==> src/rtl/core/lps_pkg.sv <==
`timescale 1ns / 1ps

package lps_pkg;

  // Default build values for the top-level parameters.
  localparam int MAX_WIDTH_DEF   = 1024;
  localparam int SAMPLE_BITS_DEF = 16;

  // Fixed field widths.
  localparam int LAP_W       = 24;
  localparam int PRIOR_W     = 24;
  localparam int GRID_W_BITS = 11;
  localparam int GRID_H_BITS = 16;
  localparam int CFG_W       = 16;
  localparam int CFG_IDX_W   = 2;

  // Configuration register indexes.
  localparam logic [CFG_IDX_W-1:0] REG_GRID_WIDTH  = 2'd0;
  localparam logic [CFG_IDX_W-1:0] REG_GRID_HEIGHT = 2'd1;
  localparam logic [CFG_IDX_W-1:0] REG_ACC_MODE    = 2'd2;

  // Reset values of the configuration registers.
  localparam int GRID_W_RESET = 1024;
  localparam int GRID_H_RESET = 1024;

  // Item kinds.
  localparam logic KIND_SAMPLE = 1'b0;
  localparam logic KIND_FLUSH  = 1'b1;

  // Saturation limits of the result.
  localparam logic signed [LAP_W-1:0] LAP_MAX = 24'sh7FFFFF;
  localparam logic signed [LAP_W-1:0] LAP_MIN = 24'sh800000;

  // Per-beat control decided when an item is taken in.
  typedef struct packed {
    logic emit;
    logic interior;
    logic col0;
    logic sample_item;
    logic frame_end;
  } lps_issue_t;

endpackage

==> src/rtl/core/lps_out_if.sv <==
`timescale 1ns / 1ps

interface lps_out_if;
  logic                             valid;
  logic                             ready;
  logic signed [lps_pkg::LAP_W-1:0] laplacian_value;
  logic                             frame_end;
  logic                             saturated;

  modport source (output valid, output laplacian_value, output frame_end, output saturated,
                  input ready);
  modport sink   (input valid, input laplacian_value, input frame_end, input saturated,
                  output ready);
endinterface

==> src/rtl/core/lps_calc.sv <==
`timescale 1ns / 1ps

module lps_calc #(
  parameter int SAMPLE_BITS = lps_pkg::SAMPLE_BITS_DEF
) (
  input  logic                               clk,
  input  logic                               rst_n,
  input  logic                               accept,
  output logic                               in_ready,
  input  lps_pkg::lps_issue_t                issue,
  input  logic                               acc_mode,
  input  logic signed [SAMPLE_BITS-1:0]      sample,
  input  logic signed [SAMPLE_BITS-1:0]      s_q_a,
  input  logic signed [SAMPLE_BITS-1:0]      s_q_b,
  input  logic signed [lps_pkg::PRIOR_W-1:0] p_q,
  lps_out_if.source                          out_ch
);
  import lps_pkg::*;

  localparam int ACC_W = ((SAMPLE_BITS + 4 > LAP_W) ? SAMPLE_BITS + 4 : LAP_W) + 1;

  // Stage one: the beat whose line-buffer reads are now on the memory outputs.
  logic                          s1_valid_r, s1_valid_nxt;
  lps_issue_t                    s1_issue_r;
  logic signed [SAMPLE_BITS-1:0] s1_down_r;

  // Three-tap window along the row above.
  logic signed [SAMPLE_BITS-1:0] win_left_r;
  logic signed [SAMPLE_BITS-1:0] win_mid_r;

  // Output register.
  logic                          out_valid_r, out_valid_nxt;
  logic signed [LAP_W-1:0]       out_val_r;
  logic                          out_end_r;
  logic                          out_sat_r;

  logic                          s1_move;
  logic signed [ACC_W-1:0]       stencil;
  logic signed [ACC_W-1:0]       total;
  logic signed [LAP_W-1:0]       clamped;
  logic                          sat;

  // Stage one moves on when the output register is free or being emptied.
  assign s1_move  = s1_valid_r && (!out_valid_r || out_ch.ready);
  assign in_ready = !s1_valid_r || s1_move;

  // Stencil sum, prior and clamp.
  always_comb begin
    stencil = ACC_W'(s_q_a) + ACC_W'(s1_down_r) + ACC_W'(win_left_r) + ACC_W'(s_q_b)
              - (ACC_W'(win_mid_r) <<< 2);
    total   = (s1_issue_r.interior ? stencil : '0) + (acc_mode ? ACC_W'(p_q) : '0);
    sat     = 1'b0;
    clamped = total[LAP_W-1:0];
    if (total > ACC_W'(LAP_MAX)) begin
      clamped = LAP_MAX;
      sat     = 1'b1;
    end else if (total < ACC_W'(LAP_MIN)) begin
      clamped = LAP_MIN;
      sat     = 1'b1;
    end
  end

  always_comb begin
    s1_valid_nxt = s1_valid_r;
    if (accept) begin
      s1_valid_nxt = 1'b1;
    end else if (s1_move) begin
      s1_valid_nxt = 1'b0;
    end
    out_valid_nxt = out_valid_r;
    if (s1_move) begin
      out_valid_nxt = s1_issue_r.emit;
    end else if (out_ch.ready) begin
      out_valid_nxt = 1'b0;
    end
  end

  // Control registers.
  always_ff @(posedge clk) begin
    if (!rst_n) begin
      s1_valid_r  <= 1'b0;
      out_valid_r <= 1'b0;
    end else begin
      s1_valid_r  <= s1_valid_nxt;
      out_valid_r <= out_valid_nxt;
    end
  end

  // Payload registers.
  always_ff @(posedge clk) begin
    if (accept) begin
      s1_issue_r <= issue;
      s1_down_r  <= sample;
    end
    if (s1_move && s1_issue_r.sample_item) begin
      if (s1_issue_r.col0) begin
        win_left_r <= s_q_a;
      end else begin
        win_left_r <= win_mid_r;
      end
      win_mid_r <= s_q_b;
    end
    if (s1_move) begin
      out_val_r <= clamped;
      out_end_r <= s1_issue_r.frame_end;
      out_sat_r <= sat;
    end
  end

  assign out_ch.valid           = out_valid_r;
  assign out_ch.laplacian_value = out_val_r;
  assign out_ch.frame_end       = out_end_r;
  assign out_ch.saturated       = out_sat_r;

endmodule

==> src/flat_wrapper.sv <==
// flat-port wrapper written by rule: the top's interface ports become plain ports
module lps_calc_flat import lps_pkg::*;
#(
  parameter int SAMPLE_BITS = lps_pkg::SAMPLE_BITS_DEF
)
  (clk, rst_n, accept, in_ready, issue, acc_mode, sample, s_q_a, s_q_b, p_q, out_ch_valid, out_ch_laplacian_value, out_ch_frame_end, out_ch_saturated, out_ch_ready);
  lps_out_if out_ch_i ();
  input  logic clk;
  input  logic rst_n;
  input  logic accept;
  output logic in_ready;
  input  lps_pkg::lps_issue_t issue;
  input  logic acc_mode;
  input  logic signed [SAMPLE_BITS-1:0] sample;
  input  logic signed [SAMPLE_BITS-1:0] s_q_a;
  input  logic signed [SAMPLE_BITS-1:0] s_q_b;
  input  logic signed [lps_pkg::PRIOR_W-1:0] p_q;
  output wire logic [$bits(out_ch_i.valid)-1:0] out_ch_valid;
  output wire logic [$bits(out_ch_i.laplacian_value)-1:0] out_ch_laplacian_value;
  output wire logic [$bits(out_ch_i.frame_end)-1:0] out_ch_frame_end;
  output wire logic [$bits(out_ch_i.saturated)-1:0] out_ch_saturated;
  input wire logic [$bits(out_ch_i.ready)-1:0] out_ch_ready;
  assign out_ch_valid = out_ch_i.valid;
  assign out_ch_laplacian_value = out_ch_i.laplacian_value;
  assign out_ch_frame_end = out_ch_i.frame_end;
  assign out_ch_saturated = out_ch_i.saturated;
  assign out_ch_i.ready = out_ch_ready;
  lps_calc #(.SAMPLE_BITS(SAMPLE_BITS)) u_core (.clk(clk), .rst_n(rst_n), .accept(accept), .in_ready(in_ready), .issue(issue), .acc_mode(acc_mode), .sample(sample), .s_q_a(s_q_a), .s_q_b(s_q_b), .p_q(p_q), .out_ch(out_ch_i));
endmodule
==> config.mk <==
export PLATFORM = sky130hd
export DESIGN_NAME = lps_calc_flat
export DESIGN_NICKNAME = d
export VERILOG_FILES = /design/src/rtl/core/lps_pkg.sv /design/src/rtl/core/lps_out_if.sv /design/src/rtl/core/lps_calc.sv /design/src/flat_wrapper.sv
export SDC_FILE = /design/constraint.sdc
export NUM_CORES = 1
export LEC_CHECK = 0
export BUFFER_PORTS_ARGS = -buffer_cell sky130_fd_sc_hd__buf_2
export CAP_MARGIN = 25
export CORE_MARGIN = 5
export CORE_UTILIZATION = 35
export DETAILED_ROUTE_END_ITERATION = 10
export SYNTH_ARGS = -nofsm -noshare
export SYNTH_HDL_FRONTEND = slang
export SYNTH_SLANG_ARGS = --single-unit
==> constraint.sdc <==
create_clock -name clk -period 6.6 [get_ports clk]
set_clock_uncertainty 0.05 [all_clocks]
set_input_delay 0 -clock clk [delete_from_list [all_inputs] [get_ports clk]]
set_output_delay 0 -clock clk [all_outputs]
set_load 0.01 [all_outputs]
==> implementation parameters <==
Parameter                              Value

Status
  Run status ... complete, but fails checks
  Violated checks ... setup timing

Global route
  Antenna violations before repair ... 1
  Total GRT Usage ... 0.142
  Number of global-route vias before repair ... ~5300
  First-pass GRT wire length ... between 20000 and 30000 um
  Largest net degree at the start of global routing ... 33
  Global route overflow ... 0

Clock network
  Clock-pin transition on the worst setup and hold timing paths ... ~0.070 ns
  Clock tree from TritonCTS ... built
  Deepest level of the CTS H-tree ... 3
  Maximum clock insertion buffer count ... 2
  Num CTS Buffers ... 9
  Insertion delay to the later sink of the worst-skew pair ... 0.35 ns
  Total number of clock tree sinks ... 81
  CTS root buf ... clkbuf_16

Timing
  Achievable frequency ... about 150 MHz
  Final WS setup ... -0.235 ns
  Slew HR ... 0.476
  Max-slew violations ... 0
  Setup repair after global routing missed its margin ... yes
  Worst Tran Pin Value ... roughly 0.8 ns
  Worst hold slack across all endpoints ... 0.151 ns
  TNS Setup ... -4.80 ns
  Final hold violation count ... 0
  Final critical delay including setup and external delays ... approximately 6.8 ns
  Fin crit share ... 1.04
  Final setup violating endpoints ... 24

Pwr
  Power density cells ... 439 mW/mm^2
  Standby leakage power ... approximately 4 nW
  Maximum vdd ir drop ... around 0.21 mV

Place
  Placed cells ... 1020
  Placer Congestion ... 0.820
  Instance area at placement ... 0.00805 sq mm
  Setup slack after placement ... -0.425 ns
  IO buf count ... approximately 110
  Post-DP HPWL ... 11700 um

Critical path
  Cell family with the largest share of critical-path delay ... compound AO/OA/AOI/OAI gates
  Slowest CP cell ... fa_1
  Largest stage delay on the critical path ... 0.55 ns
  Data arrival time at the worst-slack endpoint ... 7.00 ns
  Worst Path Max Fanout ... 8
  Critical path capture point type ... flip-flop
  Cell occurring most often along the worst timing path ... a21o_1
  Worst Path Class, Setup ... reg -> reg
  Critical Path RT ... approximately 6.8 ns
  Worst path bufs/invs ... 5
  Critical path launch point type ... flip-flop

Synthesis
  Mapped Nets ... ~790
  Top_reg_cell synth ... edfxtp_1
  Register bit total from synthesis ... 81
  Proportion of synthesized flip-flops having asynchronous set or reset ... 0
  Number of cells produced by synthesis ... about 600
  Register area share after synthesis ... 0.367
  Unique cell type count in the Yosys netlist ... 62
  Synthesized area per cell ... 10.8 sq um
  Total standard cell area after synthesis ... 0.00658 sq mm
  Number of warnings reported in the yosys synthesis log ... 0
  Post-synth EDFFs ... ~80

Drt
  Final antenna-violating net count ... 0
  DRC errors left ... 0
  Mean number of vias per cell ... ~4.7
  Total iterations of the first detailed-routing run ... 4
  Detailed-route via count ... 5140
  Final Routed Wirelength ... 15000 um
  Post-detailed-route wirelength per cell ... 13.6 um
  Initial DRC count ... around 140

Floorplan
  Placeable Area ... 0.0186 sq mm
  Die X ... around 150 um
  Floorplan die height ... roughly 150 um
  Top Ports ... 110
  Row count ... 50
  Effective utilization at floorplan ... 0.354
  Floorplan die area ... 0.0216 sq mm

Final layout
  Commonest cells after routing, fill and taps aside ... buf_2 (109), buf_4 (83), edfxtp_1 (79)
  Ratio of cells with drive above 1 in the final layout ... 0.346
  Net count of the finished layout ... 1040
  Final non-filler cell total ... 1104
  Leading cell type in the layout, fill and taps excluded ... buf_2
  Layout overhead on the synthesized area ... 39.8%
  Final Instance Area ... 0.00920 sq mm
  Layout fillers ... 1683

Job
  Maxcap violations ... 0

Min path
  Type of the tightest min-delay check ... in -> reg
[routing by layer]
metal | part of all wire | track usage
met1 | 0.46 | 0.183
met5 | 0 | 0
met2 | 0.48 | 0.238
met4 | 0.023 | 0.0503
met3 | 0.038 | 0.0293
[cell usage after synthesis (4+ instances only)]
cell / count / area, sq um
o31a_1: 4 / 35.0
ha_1: 60 / 751
a211oi_1: 6 / 45.0
nand2_1: 31 / 116
xnor2_1: 29 / 254
and2_1: 27 / 169
inv_1: 64 / 240
or3_1: 5 / 31.3
xor2_1: 18 / 158
clkbuf_1: 6 / 22.5
o21ai_1: 6 / 30.0
maj3_2: 18 / 203
nor2b_1: 7 / 43.8
edfxtp_1: 79 / 2370
a21oi_1: 39 / 195
fa_1: 34 / 681
o21a_1: 4 / 30.0
o21ai_0: 17 / 85.1
maj3_1: 5 / 50.1
mux2_2: 14 / 158
a21o_1: 18 / 135
and3_1: 5 / 31.3
nand3_1: 8 / 40.0
nand2b_1: 5 / 31.3
nor2_1: 36 / 135
o21bai_1: 6 / 45.0
a31oi_1: 5 / 31.3
nor3_1: 7 / 35.0
[area by class of cell]
type	count	area, sq um	area share
multi-input combinational	452	4070	0.443
timing repair buffer	254	1820	0.198
inverter	66	248	0.0269
clock inverter	7	119	0.0129
clock buffer	9	225	0.0245
tap	234	293	0.0318
antenna	1	2.50	0.000272
sequential	81	2410	0.262
[per-stage QoR]
stage          total power, mW   util
2_1_floorplan             2.49      -
3_3_place_gp              3.25  0.432
3_5_place_dp              3.28  0.433
4_1_cts                   4.00  0.489
5_1_grt                   4.41  0.495
6_report                  4.03  0.495
[state kept, by name, summed over array words and instances, names as in the netlist]
| register | count |
|---|---|
| u_core.s1_down_r | 16 |
| u_core.win_mid_r | 16 |
| u_core.win_left_r | 16 |
| u_core.s1_issue_r | 5 |
| u_core.out_ch.valid | 1 |
| u_core.out_ch.frame_end | 1 |
| u_core.out_ch.saturated | 1 |
| u_core.s1_valid_r | 1 |
| u_core.out_ch.laplacian_value | 24 |
[worst paths after layout]
| kind | from | endpoint | slack [ns] | cells after the start |
|---|---|---|---|---|
| worst max-delay path | u_core.s1_down_r[1] | u_core.out_ch.laplacian_value[15] | -0.23 | 33 |
| worst max register to register | u_core.s1_down_r[1] | u_core.out_ch.laplacian_value[15] | -0.23 | 33 |
| worst min-delay path | accept | u_core.s1_issue_r[3] | 0.15 | 1 |
| worst min register to register | u_core.s1_issue_r[0] | u_core.out_ch.frame_end | 0.38 | 0 |
[worst register-to-register path, delay by kind of cell, from the launching register on]
kind,cells,cell delay [ns]
DFF,1,0.34
adders and majority gates,7,2.28
buffers and inverters,5,0.51
and+or+nand+nor,3,0.39
AOI/OAI and AO/OA,16,2.92
xor gates and xnor gates,2,0.24
[what timing repair did]
item                                   4_1_cts  5_1_grt
hold buffers                                56        0
buffers inserted                             8        2
pin swaps                                   24       23
gates cloned                                 1        0
resized for setup                           13       23
endpoints found under the hold margin       55        0
setup endpoints to repair                   25       25
[logic make-up after synthesis]
logic type               after synthesis  share of synthesized area
AND/OR/NAND/NOR                      143                      0.110
AO/OA/AOI/OAI                        130                      0.131
adder cells (fa/ha/maj)              117                      0.256
flip-flops                            81                      0.367
buffers and inverters                 76                     0.0460
XOR/XNOR                              48                     0.0662
multiplexers                          14                     0.0240
[report_power, final]
group | internal, mW | switching, mW
clock network | 0.369 | 0.210
registers | 0.707 | 0.0251
logic | 1.44 | 1.28
Power figures use the tool's default switching activity.
