File: config.mk
export PLATFORM = sky130hd
export DESIGN_NAME = lps_ctrl
export DESIGN_NICKNAME = d
export VERILOG_FILES = /design/src/rtl/core/lps_pkg.sv /design/src/rtl/core/lps_ctrl.sv
export SDC_FILE = /design/constraint.sdc
export NUM_CORES = 1
export LEC_CHECK = 0
export BUFFER_PORTS_ARGS = -buffer_cell sky130_fd_sc_hd__buf_4
export CAP_MARGIN = 20
export CORE_AREA = 10 10 92 174
export DETAILED_ROUTE_END_ITERATION = 10
export DIE_AREA = 0 0 102 184
export PLACE_DENSITY = 0.6
export SETUP_SLACK_MARGIN = 0.1
export SYNTH_ARGS = -nofsm -noshare
export SYNTH_HDL_FRONTEND = slang
export SYNTH_SLANG_ARGS = --single-unit
File: constraint.sdc
create_clock -name clk -period 2.6 [get_ports clk]
set_input_delay 0.52 -clock clk [delete_from_list [all_inputs] [get_ports clk]]
set_output_delay 0.52 -clock clk [all_outputs]
set_load 0.01 [all_outputs]
File: src/rtl/core/lps_pkg.sv
`timescale 1ns / 1ps

package lps_pkg;

  // Default build values for the top-level parameters.
  localparam int MAX_WIDTH_DEF   = 1024;
  localparam int SAMPLE_BITS_DEF = 16;

  // Fixed field widths.
  localparam int LAP_W       = 24;
  localparam int PRIOR_W     = 24;
  localparam int GRID_W_BITS = 11;
  localparam int GRID_H_BITS = 16;
  localparam int CFG_W       = 16;
  localparam int CFG_IDX_W   = 2;

  // Configuration register indexes.
  localparam logic [CFG_IDX_W-1:0] REG_GRID_WIDTH  = 2'd0;
  localparam logic [CFG_IDX_W-1:0] REG_GRID_HEIGHT = 2'd1;
  localparam logic [CFG_IDX_W-1:0] REG_ACC_MODE    = 2'd2;

  // Reset values of the configuration registers.
  localparam int GRID_W_RESET = 1024;
  localparam int GRID_H_RESET = 1024;

  // Item kinds.
  localparam logic KIND_SAMPLE = 1'b0;
  localparam logic KIND_FLUSH  = 1'b1;

  // Saturation limits of the result.
  localparam logic signed [LAP_W-1:0] LAP_MAX = 24'sh7FFFFF;
  localparam logic signed [LAP_W-1:0] LAP_MIN = 24'sh800000;

  // Per-beat control decided when an item is taken in.
  typedef struct packed {
    logic emit;
    logic interior;
    logic col0;
    logic sample_item;
    logic frame_end;
  } lps_issue_t;

endpackage

File: src/rtl/core/lps_ctrl.sv
`timescale 1ns / 1ps

module lps_ctrl #(
  parameter int MAX_WIDTH = lps_pkg::MAX_WIDTH_DEF
) (
  input  logic                              clk,
  input  logic                              rst_n,
  input  logic                              cfg_we,
  input  logic [lps_pkg::CFG_IDX_W-1:0]     cfg_index,
  input  logic [lps_pkg::CFG_W-1:0]         cfg_data,
  input  logic                              accept,
  input  logic                              kind,
  output lps_pkg::lps_issue_t               issue,
  output logic                              acc_mode,
  output logic [$clog2(MAX_WIDTH):0]        s_raddr_a,
  output logic [$clog2(MAX_WIDTH):0]        s_raddr_b,
  output logic                              s_we,
  output logic [$clog2(MAX_WIDTH):0]        s_waddr,
  output logic [$clog2(MAX_WIDTH)-1:0]      p_raddr,
  output logic                              p_we,
  output logic [$clog2(MAX_WIDTH)-1:0]      p_waddr
);
  import lps_pkg::*;

  localparam int CW = $clog2(MAX_WIDTH);
  localparam int W_RESET = (GRID_W_RESET > MAX_WIDTH) ? MAX_WIDTH : GRID_W_RESET;

  // Configuration, held as the last column and last row index.
  logic [CW-1:0]          w_last_r, w_last_nxt;
  logic [GRID_H_BITS-1:0] h_last_r, h_last_nxt;
  logic                   acc_mode_r, acc_mode_nxt;

  // Position counters.
  logic [CW-1:0]          in_col_r, in_col_nxt;
  logic [GRID_H_BITS-1:0] in_row_r, in_row_nxt;
  logic                   in_done_r, in_done_nxt;
  logic [CW-1:0]          out_col_r, out_col_nxt;
  logic [GRID_H_BITS-1:0] out_row_r, out_row_nxt;

  logic [GRID_W_BITS-1:0] gw;
  logic [GRID_H_BITS-1:0] gh;
  logic                   sample_ok;
  logic                   flush_ok;
  logic                   emit;
  logic                   in_col_last;
  logic                   out_col_last;
  logic                   out_last;
  logic                   cur_bank;

  assign gw = cfg_data[GRID_W_BITS-1:0];
  assign gh = cfg_data[GRID_H_BITS-1:0];

  // Classify the beat on offer.
  assign sample_ok    = (kind == KIND_SAMPLE) && !in_done_r;
  assign flush_ok     = (kind == KIND_FLUSH) && in_done_r;
  assign emit         = (sample_ok && (in_row_r != '0)) || flush_ok;
  assign in_col_last  = (in_col_r == w_last_r);
  assign out_col_last = (out_col_r == w_last_r);
  assign out_last     = out_col_last && (out_row_r == h_last_r);
  assign cur_bank     = in_row_r[0];

  assign issue.emit        = emit;
  assign issue.interior    = (in_row_r[GRID_H_BITS-1:1] != '0) && (in_col_r != '0) &&
                             !in_col_last;
  assign issue.col0        = (in_col_r == '0);
  assign issue.sample_item = sample_ok;
  assign issue.frame_end   = out_last;
  assign acc_mode          = acc_mode_r;

  // Port A reads the row two above, or the start of the row above in column zero.
  // Port B runs one column ahead along the row above.
  assign s_raddr_a = (in_col_r == '0) ? {~cur_bank, {CW{1'b0}}} : {cur_bank, in_col_r};
  assign s_raddr_b = {~cur_bank, in_col_r + CW'(1)};
  assign s_we      = accept && sample_ok;
  assign s_waddr   = {cur_bank, in_col_r};
  assign p_raddr   = (kind == KIND_FLUSH) ? out_col_r : in_col_r;
  assign p_we      = accept && sample_ok;
  assign p_waddr   = in_col_r;

  // Next state of configuration and counters.
  always_comb begin
    logic restart;
    restart      = 1'b0;
    w_last_nxt   = w_last_r;
    h_last_nxt   = h_last_r;
    acc_mode_nxt = acc_mode_r;
    in_col_nxt   = in_col_r;
    in_row_nxt   = in_row_r;
    in_done_nxt  = in_done_r;
    out_col_nxt  = out_col_r;
    out_row_nxt  = out_row_r;
    if (cfg_we) begin
      case (cfg_index)
        REG_GRID_WIDTH: begin
          if (gw == '0) begin
            w_last_nxt = '0;
          end else if (int'(gw) > MAX_WIDTH) begin
            w_last_nxt = CW'(MAX_WIDTH - 1);
          end else begin
            w_last_nxt = CW'(gw - GRID_W_BITS'(1));
          end
          restart = 1'b1;
        end
        REG_GRID_HEIGHT: begin
          h_last_nxt = (gh == '0) ? '0 : gh - GRID_H_BITS'(1);
          restart    = 1'b1;
        end
        REG_ACC_MODE: begin
          acc_mode_nxt = cfg_data[0];
          restart      = 1'b1;
        end
        default: begin
        end
      endcase
    end else if (accept) begin
      if (sample_ok) begin
        if (in_col_last) begin
          in_col_nxt = '0;
          if (in_row_r == h_last_r) begin
            in_done_nxt = 1'b1;
          end else begin
            in_row_nxt = in_row_r + GRID_H_BITS'(1);
          end
        end else begin
          in_col_nxt = in_col_r + CW'(1);
        end
      end
      if (emit) begin
        if (out_col_last) begin
          out_col_nxt = '0;
          out_row_nxt = out_row_r + GRID_H_BITS'(1);
        end else begin
          out_col_nxt = out_col_r + CW'(1);
        end
      end
      if (flush_ok && out_last) begin
        restart = 1'b1;
      end
    end
    if (restart) begin
      in_col_nxt  = '0;
      in_row_nxt  = '0;
      in_done_nxt = 1'b0;
      out_col_nxt = '0;
      out_row_nxt = '0;
    end
  end

  always_ff @(posedge clk) begin
    if (!rst_n) begin
      w_last_r   <= CW'(W_RESET - 1);
      h_last_r   <= GRID_H_BITS'(GRID_H_RESET - 1);
      acc_mode_r <= 1'b0;
      in_col_r   <= '0;
      in_row_r   <= '0;
      in_done_r  <= 1'b0;
      out_col_r  <= '0;
      out_row_r  <= '0;
    end else begin
      w_last_r   <= w_last_nxt;
      h_last_r   <= h_last_nxt;
      acc_mode_r <= acc_mode_nxt;
      in_col_r   <= in_col_nxt;
      in_row_r   <= in_row_nxt;
      in_done_r  <= in_done_nxt;
      out_col_r  <= out_col_nxt;
      out_row_r  <= out_row_nxt;
    end
  end

endmodule

==> results.md, run 1 <==
- Count of pins on the block boundary: 84
- Share of synthesized cell area in and, or, nand and nor gates: 29.1%
- Filler cell count in the final layout: 1,312
- Remaining DRCs: 0
- Share of cells above drive strength 1: 24.0%
- Final weighted congestion in routability-driven placement: 0.906
- Most frequent standard cell in the layout excluding fill and tap cells: sky130_fd_sc_hd__buf_4
- Netlist cell types: 52
- Area share of fa/ha/maj cells after synthesis: 1.70%
- Net count after synthesis: 670
- WP data arrival: 1890 ps
- Overall Global Routing Usage: 18.2%
- Category of the critical setup timing path: reg2out
- Fin Clk Skew: 8.11 ps
- Setup repair after global routing missed its margin: false
- Mean number of vias per cell: 5.81
- Net count of the finished layout: 743
- Relative area change from synthesis to final layout: 21.9%
- Flop and latch count out of synthesis: 80
- Clock edge transition at the registers on the reported setup and hold paths: 60 ps
- Multiplexer fraction of the synthesized cell area: 2.14%
- Post-route core utilization: 47.8%
- Hold Fails Final Rpt: 0
- Worst VDD drop: 0.322 mV
- Leading post-synthesis cells by cell area: sky130_fd_sc_hd__dfxtp_1, sky130_fd_sc_hd__xor2_1, sky130_fd_sc_hd__xnor2_1
- Total clock buffers created by CTS: 9
- Top delay family on crit path: simple AND/OR/NAND/NOR gates
- HPWL after detailed placement: 13,900 um
- Setup tns final: 0 ps
- Result of the run: completed
- Clk Tree Root Cell: sky130_fd_sc_hd__clkbuf_16
- Startpoint types: flip-flop
- Actual transition at the worst max-transition pin: 591 ps
- Number of instances in the synthesized netlist: 640
- Max-Slew Margin vs Limit: 60.2%
- Full die area: 18,800 um2
- Number of placement rows: 59
- Number of pins with negative max-slew slack in the final report: 0
- Reported max-cap violation count: 0
- Area fraction in compound gates after synthesis: 14.4%
- Routed length on met3: 1000 um
- Residual overflow from global routing: 0
- Input/output buffers: 83
- Slowest cell on the critical path: sky130_fd_sc_hd__or3_4
- Buffers plus inverters on the worst setup path: 1
- Wire length of the first global-routing pass: 26,600 um
- Post-Syn Area: 5150 um2
- Largest family of logic cells by synthesized area: simple AND/OR/NAND/NOR gates
- Clock network latency to the later pin of the worst-skew pair: 350 ps
- Static Leak: 2.41 nW
- Largest net degree at the start of global routing: 45
- Ratio of final minimum period to clock period: 92.6%
- Synth Flop Type: sky130_fd_sc_hd__dfxtp_1
- Highest attainable clock frequency: 415 MHz
- DRC violation total after the first TritonRoute iteration: 253
- Power density normalized to cell area: 449 nW/um2
- CTS Hold Bufs: 0
- Data required time at the worst endpoint: 2080 ps
- Tightest Hold Check Type: in2reg
- TritonCTS clock tree: done
- Post-route antenna net violation count: 0
- Diode insertion count for antenna repair: 0
- Clock sink count: 80
- Via count: 5,055
- Area share of the largest cell type after synthesis: 31.1%
- Nature of the critical path endpoint: output pin
- Initial core utilization: 39.2%
- Maximum single-stage delay on the critical path: 480 ps
- Antenna violations before repair: 0
- Drt first pass iters: 5
- Synth async-reset ratio: 0%
- Minimum clock period: 2410 ps
- Number of enable-type register cells in the synthesized netlist: 0
- Share of the synthesized netlist area taken by xor and xnor gates: 13.8%
- Post-detailed-route wirelength per cell: 19.9 um
- H-tree depth reported by CTS: 3
- Highest metal used: met4
- Chain of cells forming the critical path: xnor2_1 -> nand4_1 -> or3_4 -> nor2_1 -> buf_4
- DIE HEIGHT: 184 um
- Cell type with the highest aggregate area in the netlist: sky130_fd_sc_hd__dfxtp_1
- Sequential area share after synthesis: 31.1%
- Via count of the first global-routing pass: 4,969
- Setup violation total in the final timing report: 0
- Post-detailed-routing wire length: 17,300 um
- Die X: 102 um
- Routed met2 length: 9520 um
- Routed met1 length: 5710 um
- Crit Path Max Fanout: 6
- Warnings from Yosys: 0
- Most frequent cells in the layout: sky130_fd_sc_hd__buf_4, sky130_fd_sc_hd__nand2_1, sky130_fd_sc_hd__dfxtp_1
- Core area: 13,100 um2
- Maximum number of buffers from clock root to sink: 2
- Post-synthesis average cell area: 8.05 um2
cells in the mapped netlist (all sizes together) (2+ instances only):
library cell / n
nor2b: 4
nand3b: 7
nand2b: 2
a21oi: 42
o31ai: 15
ha: 7
o41ai: 4
nor3: 13
nand4: 18
a211o: 5
nor2: 26
nand2: 73
nand4b: 4
o211ai: 10
and4: 6
a31oi: 5
inv: 12
and2: 8
nor4b: 4
mux2i: 2
nor4: 20
xor2: 45
or4b: 3
clkbuf: 28
or4: 19
a22oi: 5
and3: 3
o21ai: 27
nand3: 39
or3: 17
mux2: 8
dfxtp: 80
xnor2: 36
buf: 35
flip-flops by register name, indices dropped and copies added (netlist names):
signal,flops
acc_mode,1
h_last_r,16
in_done_r,1
in_row_r,16
out_col_r,10
out_row_r,16
p_waddr,10
w_last_r,10
worst reg2reg max path: stages, from the launching register on:
cell                       delay, ps
sky130_fd_sc_hd__dfxtp_2         320
sky130_fd_sc_hd__inv_1            60
sky130_fd_sc_hd__ha_1            210
sky130_fd_sc_hd__nor4b_1         140
sky130_fd_sc_hd__nor4bb_2        190
sky130_fd_sc_hd__or4_4           640
sky130_fd_sc_hd__or4_1           560
sky130_fd_sc_hd__a21oi_1         140
kinds of logic (layout without fill, tap and decap cells):
logic type               Yosys count  in the layout
AND/OR/NAND/NOR                  270            270
flip-flops                        80             80
buffers and inverters             75            153
multiplexers                      10             10
XOR/XNOR                          81             81
AO/OA/AOI/OAI                    117            117
adder cells (fa/ha/maj)            7              7
final cells by class:
| type | count | area (um2) | share of cell area [%] |
|---|---|---|---|
| Clock buffer | 9 | 225 | 3.58 |
| Clock inverter | 7 | 78.8 | 1.25 |
| Inverter | 12 | 45.0 | 0.717 |
| Multi-Input combinational cell | 485 | 3180 | 50.6 |
| Sequential cell | 80 | 1610 | 25.6 |
| Tap cell | 152 | 190 | 3.03 |
| Timing Repair Buffer | 125 | 951 | 15.1 |
stage by stage:
step	std cells	hold WS (ps)	area [um2]	worst slack, ps	total power, mW
global route	870	491	6280	106	2.91
finish	870	459	6280	193	2.82
global placement	853	479	5930	235	1.53
floorplan	640	465	5150	188	1.44
CTS	869	460	6240	124	2.84
detailed placement	853	505	5930	209	1.54
path summary, 6_finish.rpt:
kind	endpoint	slack [ps]	cells after the start	from
hold reg to reg	in_row_r[15]$_SDFFE_PP0P_	520	2	in_row_r[15]$_SDFFE_PP0P_
setup reg to reg	out_row_r[5]$_SDFFE_PP0P_	260	7	in_row_r[0]$_SDFFE_PP0P_
setup / recovery	issue[0]	190	5	w_last_r[2]$_SDFFE_PN1P_
hold / removal	h_last_r[13]$_SDFFE_PN0P_	460	3	cfg_data[13]
per-layer routing:
metal / up-vias / global-route usage, %
met4: 0 / 12.5
met3: 51 / 3.61
met1: 2381 / 15.9
li1: 2443 / -
met5: - / 0
met2: 180 / 35.1
report_power, final:
part,switching (mW),internal [mW],total (mW)
clock network,0.552,0.754,1.31
logic,0.132,0.101,0.233
registers,0.0346,1.25,1.28
total,0.719,2.10,2.82
timing repair:
action,4_1_cts,5_1_grt
endpoints found under the setup margin,1,10
buffers inserted,0,1
pin swaps,0,2
resized for setup,1,13
Power figures use the tool's default switching activity.
==> run 2: changes to the inputs <==
--- a/config.mk
+++ b/config.mk
@@ -6,11 +6,10 @@
 export NUM_CORES = 1
 export LEC_CHECK = 0
 export BUFFER_PORTS_ARGS = -buffer_cell sky130_fd_sc_hd__buf_4
-export CAP_MARGIN = 20
 export CORE_AREA = 10 10 92 174
 export DETAILED_ROUTE_END_ITERATION = 10
 export DIE_AREA = 0 0 102 184
-export PLACE_DENSITY = 0.6
+export PLACE_DENSITY = 0.58
 export SETUP_SLACK_MARGIN = 0.1
 export SYNTH_ARGS = -nofsm -noshare
 export SYNTH_HDL_FRONTEND = slang
==> constraint.sdc (replaced) <==
create_clock -name clk -period 2.9 [get_ports clk]
set_input_delay 0.58 -clock clk [delete_from_list [all_inputs] [get_ports clk]]
set_output_delay 0.58 -clock clk [all_outputs]
set_load 0.01 [all_outputs]
==> run 2 against run 1 <==
Critical path depth did not move. Total power fell by 7.2%. Largest power group unchanged. Global-route usage fell by 0.27 points. Critical path type unchanged. Clock-buffer cell count did not move.
==> results.md, run 2 (synthesis results as in run 1) <==
- Static Leak: 2.35 nW (was 2.41 nW)
- Crit Path Max Fanout: 8 (was 6)
- WHS: 511 ps (was 459 ps)
- Reg2Reg Depth: 6 (was 7)
- Via count: 4,933 (was 5,055)
- Power density normalized to cell area: 423 nW/um2 (was 449 nW/um2)
- FF-to-FF Start: in_row_r[6]$_SDFFE_PP0P_ (was in_row_r[0]$_SDFFE_PP0P_)
- Diode insertion count for antenna repair: 0 (unchanged)
- Switching part of the total: 24.7% (was 25.5%)
- Setup violation total in the final timing report: 0 (unchanged)
- Setup tns final: 0 ps (unchanged)
- Largest net degree at the start of global routing: 44 (was 45)
- Highest attainable clock frequency: 381 MHz
- Startpoint types: flip-flop (unchanged)
- Post-detailed-route wirelength per cell: 19.5 um (was 19.9 um)
- Most frequent cells in the layout: sky130_fd_sc_hd__buf_4, sky130_fd_sc_hd__dfxtp_1, sky130_fd_sc_hd__nand2_1 (was sky130_fd_sc_hd__buf_4, sky130_fd_sc_hd__nand2_1, sky130_fd_sc_hd__dfxtp_1)
- Post-route antenna net violation count: 0 (unchanged)
- Reg2Reg Capture Point: out_row_r[3]$_SDFFE_PP0P_ (was out_row_r[5]$_SDFFE_PP0P_)
- Reported max-cap violation count: 0 (unchanged)
- Category of the critical setup timing path: reg2out (unchanged)
- Input/output buffers: 83 (unchanged)
- Beginning of the critical path: out_col_r[2]$_SDFFE_PP0P_ (was w_last_r[2]$_SDFFE_PN1P_)
- Drt first pass iters: 5 (unchanged)
- Largest regs: h_last_r x16, in_row_r x16, out_row_r x16 (unchanged)
- Die X: 102 um (unchanged)
- Count of pins on the block boundary: 84 (unchanged)
- H-tree depth reported by CTS: 3 (unchanged)
- CTS Hold Bufs: 0 (unchanged)
- Clock sink count: 80 (unchanged)
- Max-Slew Margin vs Limit: 59.6% (was 60.2%)
- Net switching power: 645 uW (was 719 uW)
- DIE HEIGHT: 184 um (unchanged)
- Antenna violations before repair: 0 (unchanged)
- Termination of the worst setup path: issue[0] (unchanged)
- Result of the run: completed (unchanged)
- Residual overflow from global routing: 0 (unchanged)
- Most frequent standard cell in the layout excluding fill and tap cells: sky130_fd_sc_hd__buf_4 (unchanged)
- Fin Clk Skew: 7.07 ps (was 8.11 ps)
- PostCTS Resize Cnt: 0 (was 1)
- Clock edge transition at the registers on the reported setup and hold paths: 70 ps (was 60 ps)
- Setup repair after global routing missed its margin: false (unchanged)
- Clock network latency to the later pin of the worst-skew pair: 340 ps (was 350 ps)
- Hold Fails Final Rpt: 0 (unchanged)
- Post-layout power: 2.62 mW (was 2.82 mW)
- Setup fix buffers added after clock tree synthesis: 0 (unchanged)
- Number of pins with negative max-slew slack in the final report: 0 (unchanged)
- DRC violation total after the first TritonRoute iteration: 252 (was 253)
- Remaining DRCs: 0 (unchanged)
- Maximum number of buffers from clock root to sink: 2 (unchanged)
- Overall Global Routing Usage: 17.9% (was 18.2%)
- TritonCTS clock tree: done (unchanged)
- HPWL after detailed placement: 13,300 um (was 13,900 um)
- Wire length of the first global-routing pass: 26,200 um (was 26,600 um)
- Actual transition at the worst max-transition pin: 600 ps (was 591 ps)
- Core area: 13,100 um2 (unchanged)
- WP data arrival: 2050 ps (was 1890 ps)
- Clk Tree Root Cell: sky130_fd_sc_hd__clkbuf_16 (unchanged)
- Slack of the worst reg-to-reg path: 490 ps (was 260 ps)
- Share of cells above drive strength 1: 21.0% (was 24.0%)
- Number of placement rows: 59 (unchanged)
- Portion of total power attributed to combinational logic: 7.8% (was 8.3%)
- Post-detailed-routing wire length: 16,700 um (was 17,300 um)
- Minimum clock period: 2630 ps
- Final weighted congestion in routability-driven placement: 0.878 (was 0.906)
- Tightest Hold Check Type: reg2reg (was in2reg)
- Full die area: 18,800 um2 (unchanged)
- Mean number of vias per cell: 5.75 (was 5.81)
- Data required time at the worst endpoint: 2320 ps (was 2080 ps)
- Worst VDD drop: 0.277 mV (was 0.322 mV)
- Initial core utilization: 39.2% (unchanged)
- Nature of the critical path endpoint: output pin (unchanged)
- Relative area change from synthesis to final layout: 19.9% (was 21.9%)
- Total clock buffers created by CTS: 9 (unchanged)
- Internal power: 1.97 mW (was 2.10 mW)
- Ratio of final minimum period to clock period: 90.6%
- Net count of the finished layout: 731 (was 743)
- Part of the power in the clock network: 48.3% (was 46.3%)
- Via count of the first global-routing pass: 4,943 (was 4,969)
- Sequential cell fraction of total power: 43.8% (was 45.4%)
[run 2: layer usage]
metal | track usage [%] | vias to the layer above | wire, um
met5 | 0 | - | 0
met4 | 9.88 | 0 | 773
met3 | 3.01 | 34 | 816
met2 | 35.4 | 139 | 9430
met1 | 16.3 | 2347 | 5730
li1 | - | 2413 | -
[run 2: power groups by stage]
stage	Sequential (mW)	Combinational, mW	Clock [mW]
after detailed placement	1.17	0.205	0
after global placement	1.17	0.202	0
final	1.15	0.205	1.26
after floorplan	1.16	0.131	0
after global routing	1.15	0.227	1.33
after CTS	1.15	0.206	1.29
[run 2: metrics by stage]
step           util [%]  area, um2  worst slack, ps  std cells
3_5_place_dp       44.5       5850              443        842
2_1_floorplan         -       5150              397        640
4_1_cts            47.0       6170              212        858
3_3_place_gp       44.5       5850              478        842
6_report           47.0       6180              274        858
5_1_grt            47.0       6180              140        858
[run 2: how the worst min path moves through the flow]
stage	from	slack [ps]	to	depth (start not counted)
global placement	out_row_r[15]$_SDFFE_PP0P_	480	out_row_r[15]$_SDFFE_PP0P_	2
detailed placement	in_row_r[15]$_SDFFE_PP0P_	510	in_row_r[15]$_SDFFE_PP0P_	2
global route	in_row_r[15]$_SDFFE_PP0P_	530	in_row_r[15]$_SDFFE_PP0P_	2
CTS	in_row_r[15]$_SDFFE_PP0P_	520	in_row_r[15]$_SDFFE_PP0P_	2
floorplan	in_row_r[15]$_SDFFE_PP0P_	460	in_row_r[15]$_SDFFE_PP0P_	2
finish	out_row_r[15]$_SDFFE_PP0P_	510	out_row_r[15]$_SDFFE_PP0P_	2
[run 2: area by class of cell]
cell class	instances	area, um2
clock buffers	9	225
clock inverters	7	103
fillers	1325	6960
inverters	12	45.0
multi-input cells	485	3150
flip-flops and latches	80	1600
well taps	152	190
repair buffers	113	861
[run 2: worst max-delay path: stages (launching register included)]
cell and delay, ps:
sky130_fd_sc_hd__dfxtp_1 510, sky130_fd_sc_hd__xnor2_1 160, sky130_fd_sc_hd__nand4_1 180, sky130_fd_sc_hd__or3_1 520, sky130_fd_sc_hd__nor2_1 190, sky130_fd_sc_hd__buf_4 150
==> run 3: changes to the inputs <==
==> constraint.sdc (replaced) <==
create_clock -name clk -period 2.8 [get_ports clk]
set_input_delay 0.56 -clock clk [delete_from_list [all_inputs] [get_ports clk]]
set_output_delay 0.56 -clock clk [all_outputs]
set_load 0.01 [all_outputs]
==> run 3 against run 2 <==
Utilization fell by 0.13 points. Clock-buffer cell count did not move. Die area did not move. Combinational power rose by 3%. Flip-flop and latch count did not move. First-iteration DRC count rose by 24%. Largest power group unchanged. Via count rose by 0.99%. Sequential power rose by 3%.
==> results.md, run 3 (synthesis results as in run 1) <==
- Fin Clk Skew: 11.5 ps (was 7.07 ps)
- Slowest cell on the critical path: sky130_fd_sc_hd__or3_1 (unchanged)
- Actual transition at the worst max-transition pin: 655 ps (was 600 ps)
- Crit Path Max Fanout: 7 (was 8)
- Nature of the critical path endpoint: output pin (unchanged)
- DIE HEIGHT: 184 um (unchanged)
- Max-Slew Margin vs Limit: 56.1% (was 59.6%)
- Power density normalized to cell area: 440 nW/um2 (was 423 nW/um2)
- Reported max-cap violation count: 0 (unchanged)
- Wire length of the first global-routing pass: 26,300 um (was 26,200 um)
- Residual overflow from global routing: 0 (unchanged)
- Overall Global Routing Usage: 17.7% (was 17.9%)
- Antenna violations before repair: 0 (unchanged)
- Number of pins with negative max-slew slack in the final report: 0 (unchanged)
- TritonCTS clock tree: done (unchanged)
- Top delay family on crit path: simple AND/OR/NAND/NOR gates (unchanged)
- WHS: 510 ps (was 511 ps)
- DRC violation total after the first TritonRoute iteration: 312 (was 252)
- Remaining DRCs: 0 (unchanged)
- Most frequent cells in the layout: sky130_fd_sc_hd__buf_4, sky130_fd_sc_hd__dfxtp_1, sky130_fd_sc_hd__nand2_1 (unchanged)
- Input/output buffers: 83 (unchanged)
- Clock edge transition at the registers on the reported setup and hold paths: 70 ps (about the same)
- Minimum clock period: 2590 ps
- Instance count along the most critical hold path: 3 (was 2)
- Startpoint types: flip-flop (unchanged)
- WP data arrival: 2030 ps (was 2050 ps)
- H-tree depth reported by CTS: 3 (unchanged)
- Hold Fails Final Rpt: 0 (unchanged)
- Mean number of vias per cell: 5.82 (was 5.75)
- Die X: 102 um (unchanged)
- Most frequent standard cell in the layout excluding fill and tap cells: sky130_fd_sc_hd__buf_4 (unchanged)
- Ratio of final minimum period to clock period: 92.4%
- Post-route antenna net violation count: 0 (unchanged)
- Final weighted congestion in routability-driven placement: 0.860 (was 0.878)
- Setup violation total in the final timing report: 0 (unchanged)
- Clock network latency to the later pin of the worst-skew pair: 340 ps (about the same)
- Diode insertion count for antenna repair: 0 (unchanged)
- Chain of cells forming the critical path: xnor2_1 -> nand4_1 -> or3_1 -> nor2_1 -> buf_4 (unchanged)
- Result of the run: completed (unchanged)
- Full die area: 18,800 um2 (unchanged)
- Relative area change from synthesis to final layout: 19.6% (was 19.9%)
- Data required time at the worst endpoint: 2240 ps (was 2320 ps)
- Tightest Hold Check Type: in2reg (was reg2reg)
- Largest net degree at the start of global routing: 44 (unchanged)
- Drt first pass iters: 4 (was 5)
- Maximum single-stage delay on the critical path: 520 ps (about the same)
- Post-layout power: 2.71 mW (was 2.62 mW)
- Post-detailed-routing wire length: 16,500 um (was 16,700 um)
- Clk Tree Root Cell: sky130_fd_sc_hd__clkbuf_16 (unchanged)
- Count of pins on the block boundary: 84 (unchanged)
- HPWL after detailed placement: 13,200 um (was 13,300 um)
- Post-detailed-route wirelength per cell: 19.3 um (was 19.5 um)
- Worst VDD drop: 0.372 mV (was 0.277 mV)
- Via count: 4,982 (was 4,933)
- Core area: 13,100 um2 (unchanged)
- Static Leak: 2.34 nW (was 2.35 nW)
- Net count of the finished layout: 729 (was 731)
- Total number of cells along the worst setup path: 5 (unchanged)
- Buffers plus inverters on the worst setup path: 1 (unchanged)
- Number of placement rows: 59 (unchanged)
- Maximum number of buffers from clock root to sink: 2 (unchanged)
- Category of the critical setup timing path: reg2out (unchanged)
- Via count of the first global-routing pass: 5,055 (was 4,943)
- Total clock buffers created by CTS: 9 (unchanged)
- Highest attainable clock frequency: 386 MHz
- Reg2Reg Depth: 7 (was 6)
- Largest regs: h_last_r x16, in_row_r x16, out_row_r x16 (unchanged)
- Clock sink count: 80 (unchanged)
- Share of cells above drive strength 1: 20.7% (was 21.0%)
- Initial core utilization: 39.2% (unchanged)
- Setup tns final: 0 ps (unchanged)
- Setup repair after global routing missed its margin: false (unchanged)
==> run 3: what timing repair did <==
action,CTS,global route
setup endpoints to repair,0,1
buffers inserted,0,0
gates resized for setup,0,1
hold buffers,0,0
==> run 3: power by group <==
| group | internal [mW] | switching, mW |
|---|---|---|
| combinational | 0.0915 | 0.120 |
| sequential | 1.16 | 0.0309 |
| clock | 0.792 | 0.518 |
==> run 3: worst register-to-register path: cells and delay by family, from the launching register on <==
| family | cells | cell delay, ps |
|---|---|---|
| AND/OR/NAND/NOR | 4 | 1530 |
| AO/OA/AOI/OAI | 1 | 150 |
| buffers and inverters | 1 | 90 |
| adder cells (fa/ha/maj) | 1 | 200 |
| flip-flops | 1 | 470 |
==> run 3: metrics by stage <==
stage / setup slack [ps] / cell area, um2 / utilization (%) / instances
after CTS: 212 / 6160 / 46.9 / 856
after global routing: 101 / 6160 / 46.9 / 856
after floorplan: 297 / 5150 / - / 640
after detailed placement: 339 / 5830 / 44.4 / 840
after global placement: 364 / 5830 / 44.4 / 840
final: 212 / 6160 / 46.9 / 856
==> run 3: final timing paths <==
kind	startpoint	end	slack, ps
setup / recovery	out_col_r[0]$_SDFFE_PP0P_	issue[0]	210
hold / removal	cfg_data[12]	h_last_r[12]$_SDFFE_PN0P_	510
setup reg to reg	in_row_r[1]$_SDFFE_PP0P_	out_row_r[7]$_SDFFE_PP0P_	300
hold reg to reg	out_row_r[15]$_SDFFE_PP0P_	out_row_r[15]$_SDFFE_PP0P_	520
==> run 3: cell type report <==
cell class	instances	area [um2]
Tap cell	152	190
Clock buffer	9	225
Fill cell	1298	6980
Inverter	12	45.0
Timing Repair Buffer	111	846
Clock inverter	7	104
Sequential cell	80	1600
Multi-Input combinational cell	485	3150
==> run 3: routing by layer <==
layer | GRT usage (%) | routed length (um)
met5 | 0 | 0
met4 | 8.34 | 590
met3 | 3.43 | 871
met2 | 35.1 | 9450
met1 | 16.2 | 5630
